--- config.mk ---
export PLATFORM = sky130hd
export DESIGN_NAME = sorted_list_insert_delete
export DESIGN_NICKNAME = d
export VERILOG_FILES = /design/src/hdl/sli_pkg.sv /design/src/hdl/sli_cell.sv /design/src/hdl/sorted_list_insert_delete.sv
export SDC_FILE = /design/constraint.sdc
export NUM_CORES = 2
export LEC_CHECK = 0
export BUFFER_PORTS_ARGS = -buffer_cell sky130_fd_sc_hd__clkbuf_2
export CAP_MARGIN = 20
export CELL_PAD_IN_SITES_DETAIL_PLACEMENT = 1
export CELL_PAD_IN_SITES_GLOBAL_PLACEMENT = 1
export CORE_MARGIN = 1.5
export CORE_UTILIZATION = 45
export DETAILED_ROUTE_END_ITERATION = 10
export PLACE_DENSITY = 0.8
export SLEW_MARGIN = 20
export SYNTH_ARGS = -nofsm -noshare
export SYNTH_HDL_FRONTEND = slang
export SYNTH_HIERARCHICAL = 1
export SYNTH_SLANG_ARGS = --single-unit
--- constraint.sdc ---
create_clock -name clk -period 6.9 [get_ports clk]
set_input_delay 2.07 -clock clk [delete_from_list [all_inputs] [get_ports clk]]
set_output_delay 2.07 -clock clk [all_outputs]
set_load 0.005 [all_outputs]
--- src/hdl/sli_pkg.sv ---
// Shared types and constants for the sorted list store.
// Used by the storage cell and the top level; depends on nothing else.
package sli_pkg;

    localparam int CAPACITY = 16;
    localparam int IDX_W    = $clog2(CAPACITY);
    localparam int CNT_W    = $clog2(CAPACITY + 1);

    localparam logic       CMD_INSERT = 1'b0;
    localparam logic       CMD_DELETE = 1'b1;

    localparam logic [1:0] ST_INSERTED  = 2'd0;
    localparam logic [1:0] ST_DELETED   = 2'd1;
    localparam logic [1:0] ST_NOT_FOUND = 2'd2;
    localparam logic [1:0] ST_FULL      = 2'd3;

    typedef struct packed {
        logic               cmd;
        logic signed [31:0] value;
    } req_t;

    typedef struct packed {
        logic [1:0] status;
        logic [3:0] position;
        logic [4:0] count;
    } rsp_t;

    // Control broadcast from the sequencer to every cell.
    typedef struct packed {
        logic cmp_en;
        logic upd_en;
        logic del;
    } cell_ctl_t;

endpackage

--- src/hdl/sli_cell.sv ---
// One storage cell of the sorted list: holds one entry and its compare flag.
// Depends on sli_pkg for the control struct.
module sli_cell (
    input  logic                clk,
    input  sli_pkg::cell_ctl_t  ctl,
    input  logic                occ,
    input  logic signed [31:0]  value,
    input  logic signed [31:0]  left_entry,
    input  logic signed [31:0]  right_entry,
    input  logic                hit_in,
    output logic signed [31:0]  entry,
    output logic                hit_out,
    output logic                first
);

    logic signed [31:0] entry_reg;
    logic signed [31:0] entry_next;
    logic               hit_reg;
    logic               hit_next;

    // The compare flag marks the insertion point (first entry not less than
    // the value, or an empty slot) or a delete match.
    always_comb
    begin
        hit_next = hit_reg;
        if (ctl.cmp_en)
        begin
            if (ctl.del)
                hit_next = occ && (entry_reg == value);
            else
                hit_next = !occ || !(entry_reg < value);
        end
    end

    assign first   = hit_reg && !hit_in;
    assign hit_out = hit_reg || hit_in;

    always_comb
    begin
        entry_next = entry_reg;
        if (ctl.upd_en)
        begin
            if (ctl.del)
            begin
                if (hit_out)
                    entry_next = right_entry;
            end
            else if (first)
                entry_next = value;
            else if (hit_in)
                entry_next = left_entry;
        end
    end

    always_ff @(posedge clk)
    begin
        entry_reg <= entry_next;
        hit_reg   <= hit_next;
    end

    assign entry = entry_reg;

endmodule

--- src/hdl/sorted_list_insert_delete.sv ---
// Sorted list store: a row of cells keeps signed values in ascending order.
// A command is captured, compared against every cell in the compare state, and
// applied in the shift state, where its result is registered and then shown for
// one cycle on done. A new command may be accepted in the shift state.
// Reset clears the entry count and the sequencer; cell contents are not reset.
// The receiver cannot stall; done is a one-cycle strobe.
module sorted_list_insert_delete (
    input  logic           clk,
    input  logic           rst_n,
    input  logic           start,
    output logic           busy,
    input  sli_pkg::req_t  req,
    output logic           done,
    output sli_pkg::rsp_t  rsp
);

    // Sequencer states.
    localparam logic [1:0] S_IDLE = 2'd0;
    localparam logic [1:0] S_CMP  = 2'd1;
    localparam logic [1:0] S_UPD  = 2'd2;

    logic [1:0]                 state_reg;
    logic [1:0]                 state_next;
    sli_pkg::req_t              op_reg;
    logic [sli_pkg::CNT_W-1:0]  count_reg;
    logic [sli_pkg::CNT_W-1:0]  count_next;
    logic                       done_reg;
    sli_pkg::rsp_t              rsp_reg;
    sli_pkg::rsp_t              rsp_next;

    logic                       accept;
    logic                       full;
    sli_pkg::cell_ctl_t         ctl;

    logic signed [31:0]         entry [sli_pkg::CAPACITY];
    logic [sli_pkg::CAPACITY:0] hit_chain;
    logic [sli_pkg::CAPACITY-1:0] first;
    logic [sli_pkg::CAPACITY-1:0] occ;
    logic [sli_pkg::IDX_W-1:0]  pos;
    logic                       found;

    // A new command may enter while the previous one is doing its shift
    // cycle: the shift and the new command's capture happen at the same edge,
    // and the compare of the new command sees the updated row.
    assign busy   = (state_reg == S_CMP);
    assign accept = start && !busy;
    assign full   = (count_reg >= sli_pkg::CNT_W'(sli_pkg::CAPACITY));

    always_comb
    begin
        ctl.cmp_en = (state_reg == S_CMP);
        ctl.del    = (op_reg.cmd == sli_pkg::CMD_DELETE);
        // An insert into a full row is dropped, so nothing shifts.
        ctl.upd_en = (state_reg == S_UPD) && !(!ctl.del && full);
    end

    // Each cell learns whether it holds a live entry from the count.
    always_comb
    begin
        for (int i = 0; i < sli_pkg::CAPACITY; i++)
            occ[i] = (sli_pkg::CNT_W'(i) < count_reg);
    end

    assign hit_chain[0] = 1'b0;

    for (genvar g = 0; g < sli_pkg::CAPACITY; g++)
    begin : g_cell
        logic signed [31:0] left_e;
        logic signed [31:0] right_e;

        if (g == 0)
        begin : g_first
            assign left_e = op_reg.value;
        end
        else
        begin : g_mid_l
            assign left_e = entry[g-1];
        end

        if (g == sli_pkg::CAPACITY - 1)
        begin : g_last
            assign right_e = entry[g];
        end
        else
        begin : g_mid_r
            assign right_e = entry[g+1];
        end

        sli_cell u_cell (
            .clk         (clk),
            .ctl         (ctl),
            .occ         (occ[g]),
            .value       (op_reg.value),
            .left_entry  (left_e),
            .right_entry (right_e),
            .hit_in      (hit_chain[g]),
            .entry       (entry[g]),
            .hit_out     (hit_chain[g+1]),
            .first       (first[g])
        );
    end

    assign found = hit_chain[sli_pkg::CAPACITY];

    // Encode the one-hot first-hit vector into an index.
    always_comb
    begin
        pos = '0;
        for (int i = 0; i < sli_pkg::CAPACITY; i++)
        begin
            if (first[i])
                pos = pos | sli_pkg::IDX_W'(i);
        end
    end

    // Result and count for the command in its shift cycle.
    always_comb
    begin
        count_next = count_reg;
        rsp_next   = rsp_reg;
        if (state_reg == S_UPD)
        begin
            rsp_next.position = 4'd0;
            if (!ctl.del)
            begin
                if (full)
                    rsp_next.status = sli_pkg::ST_FULL;
                else
                begin
                    rsp_next.status   = sli_pkg::ST_INSERTED;
                    rsp_next.position = 4'(pos);
                    count_next        = count_reg + sli_pkg::CNT_W'(1);
                end
            end
            else if (found)
            begin
                rsp_next.status   = sli_pkg::ST_DELETED;
                rsp_next.position = 4'(pos);
                count_next        = count_reg - sli_pkg::CNT_W'(1);
            end
            else
                rsp_next.status = sli_pkg::ST_NOT_FOUND;
            rsp_next.count = 5'(count_next);
        end
    end

    always_comb
    begin
        state_next = state_reg;
        unique case (state_reg)
            S_IDLE:  state_next = accept ? S_CMP : S_IDLE;
            S_CMP:   state_next = S_UPD;
            S_UPD:   state_next = accept ? S_CMP : S_IDLE;
            default: state_next = S_IDLE;
        endcase
    end

    always_ff @(posedge clk or negedge rst_n)
    begin
        if (!rst_n)
        begin
            state_reg <= S_IDLE;
            count_reg <= '0;
            done_reg  <= 1'b0;
        end
        else
        begin
            state_reg <= state_next;
            count_reg <= count_next;
            done_reg  <= (state_reg == S_UPD);
        end
    end

    always_ff @(posedge clk)
    begin
        if (accept)
            op_reg <= req;
        rsp_reg <= rsp_next;
    end

    assign done = done_reg;
    assign rsp  = rsp_reg;

endmodule

==> flow_summary.json <==
{
  "synthAdderAreaFrac_pct": 15.2,
  "crit_family": "simple AND/OR/NAND/NOR gates",
  "io_pins": 49,
  "routedWlPerCell_um": 22.0,
  "p_switching_mw": 3.19,
  "cap_viol_max_count": 0,
  "synth_ff_type": "edfxtp_1",
  "slowest_stage": "or2_2",
  "p_sw_share_pct": 30.8,
  "synth_top_area_cell": "edfxtp_1",
  "path_class": "reg -> reg",
  "crit_path_max_incr_delay_ns": 0.40,
  "grt_pass1_vias": 35200,
  "fmax_mhz": 149,
  "post_cts_resized": 0,
  "crit_buf_inv": 0,
  "final-max-slew-violation-count": 0,
  "min_period_over_period_pct": 97.6,
  "synth_xor_area_share_pct": 0.124,
  "start_kind": "register",
  "vias": 33200,
  "cts.clk_slew.worst_paths_ns": 0.06,
  "synth_top_family_by_area": "adder cells",
  "antenna_found_initial": 0,
  "synth-seq-area-share_pct": 40.9,
  "internal-power_mw": 7.15,
  "hold_buffers": 0,
  "fillers": 10500,
  "num_rows": 112,
  "nets": 4887,
  "core-area_um2": 93500,
  "drt_iter0_drc": 2511,
  "place_congestion": 0.851,
  "muxShareOfSynthArea_pct": 12.5,
  "overflow": 0,
  "wirelength_um": 124000,
  "end_kind": "register",
  "drive_above_1_share_pct": 8.32,
  "grt_pass1_wl_um": 197000,
  "seqPwrFrac_pct": 43.5,
  "drc_errors": 0,
  "grt_max_degree": 264,
  "area_growth_syn_to_layout_pct": 8.98,
  "p_comb_share_pct": 20.5,
  "slew_headroom_pct": 26.7,
  "synth_compound_gate_area_share_pct": 12.3,
  "ys_top_cells_by_area": "edfxtp_1 40%, ha_1 15%, mux2i_1 12%, o21ai_1 6.2%, nand2_1 5.8%",
  "cts_sinks": 580,
  "setup_viol": 0,
  "portBuffers": 48,
  "synthArstFlopShare_pct": 1.38,
  "cts_tree": "done",
  "dieWidth_um": 310,
  "synth_most_common_cell": "nand2_1",
  "worst_pin_slew_ns": 1.10,
  "finalSetupTns_ns": 0,
  "period_minus_slack_ns": 6.73,
  "p_per_area_nw_per_um2": 223,
  "synth_common_cells": "651 x nand2_1, 572 x edfxtp_1, 529 x mux2i_1",
  "synth-simple-area-share_pct": 12.1,
  "crit_path_frequent_cell": "or2_2",
  "path_cells": "or2_2 > or2_2 > or2_2 > or2_2 > or2_2 > or2_2 > or2_2 > or2_2 > or2_2 > or2_2 > or2_2 > or2_2 > or2_2 > or2_2 > or2_2 > or2_2 > and4b_1 > or2_1 > a31o_1",
  "drt-vias-per-instance": 5.88,
  "h-tree-depth": 3,
  "grt.total_usage_pct": 25.9,
  "clockBufferDepth": 3,
  "crit_fanout": 7,
  "syn_area_um2": 42500,
  "die_area_um2": 96300,
  "yosysTopAreaCellShare_pct": 40.4,
  "antenna_left": 0,
  "cp.required_ns": 7.28,
  "cts_setup_buffers": 0,
  "syn_avg_cell_area_um2": 9.84,
  "largest_reg_flops": 512,
  "synth_edf_count": 572,
  "die_h_um": 310,
  "dp_cells": 5518,
  "clockRootBuffer": "clkbuf_16",
  "yosysUniqueCellTypes": 57,
  "crit_arrival_ns": 7.11,
  "clock_latency_ns": 0.62,
  "initial_core_util_pct": 45.4,
  "hold_path.class": "reg -> reg",
  "diodes": 0,
  "firstDrtPassIters": 7,
  "stdcell_count": 5642,
  "final_hold_viol_count": 0,
  "leakage_nw": 18.7,
  "clkPwrFrac_pct": 35.9,
  "ys_ff_latch": 580,
  "dp.final_hpwl_um": 90400,
  "ff2ff_setup_slack_ns": 0.17,
  "clock_skew_ns": 0.0298,
  "netlist_instances": 4316,
  "report.power.total_mw": 10.3,
  "numCtsBuffers": 70,
  "rsz0062_at_grt": "no",
  "ir_drop_mv": 0.156,
  "outcome": "complete, no violations",
  "synth_warnings": 6
}
## power by group through the flow
| stage | sequential (mW) | combinational [mW] | clock [mW] |
|---|---|---|---|
| after global placement | 4.56 | 1.92 | 0 |
| after detailed placement | 4.56 | 2.08 | 0 |
| after CTS | 4.50 | 2.11 | 3.78 |
| final | 4.50 | 2.12 | 3.71 |
| after global routing | 4.53 | 2.37 | 3.90 |
| after floorplan | 4.52 | 1.41 | 0 |
## cells in the final DEF, fill, tap and decap left out, types with 19 or more instances in the layout
cell	count
ha_1	515
nand2_1	651
buf_4	72
o21ai_0	55
nand4_2	30
clkinv_1	20
inv_1	518
edfxtp_1	572
clkbuf_2	48
nand3_1	51
clkbuf_16	71
a21oi_1	246
nor2_1	37
o21ai_1	528
mux2i_1	529
nand4_1	82
nor3_1	19
## through the flow
stage / instance area (um^2) / hold slack, ns / utilization [%] / setup slack (ns)
global route: 46300 / 0.608 / 49.5 / 0.0397
detailed placement: 44100 / 0.565 / 47.2 / 0.183
finish: 46300 / 0.595 / 49.5 / 0.168
floorplan: 42500 / 0.446 / - / 1.02
CTS: 46300 / 0.581 / 49.5 / 0.172
global placement: 44100 / 0.567 / 47.2 / 0.272
## routing by layer
| layer | share of wire [%] | track usage, % | up-vias |
|---|---|---|---|
| li1 | - | - | 15600 |
| met1 | 45 | 34.7 | 16800 |
| met2 | 49 | 44.4 | 698 |
| met3 | 4.5 | 3.08 | 144 |
| met4 | 1.7 | 6.33 | 0 |
| met5 | 0 | 0 | - |
## cells by family (layout without fill, tap and decap cells)
family,after synthesis,count (layout)
and+or+nand+nor,1032,1032
AOI/OAI and AO/OA,954,954
buffers and inverters,699,770
DFF,580,580
muxes,529,529
adders and majority gates,515,515
xor gates and xnor gates,6,6
other,1,2
## path summary, 6_finish.rpt
kind,start,endpoint,depth (start not counted)
max in group asynchronous,rst_n,done,1
max reg2reg,g_cell[0].u_cell/hit_reg,rsp[4],19
min,state_reg[0],state_reg[0],1
max,g_cell[0].u_cell/hit_reg,rsp[4],19
min reg2reg,state_reg[0],state_reg[0],1
min in group asynchronous,rst_n,state_reg[0],1
## cell type report
type	count	area [um^2]	area share, %
Multi-Input combinational cell	3038	22300	48.1
Sequential cell	580	17400	37.5
Inverter	519	1950	4.21
Clock buffer	88	1870	4.04
Tap cell	1254	1570	3.39
Timing Repair Buffer	127	912	1.97
Clock inverter	36	328	0.708
Power figures use the tool's default switching activity.
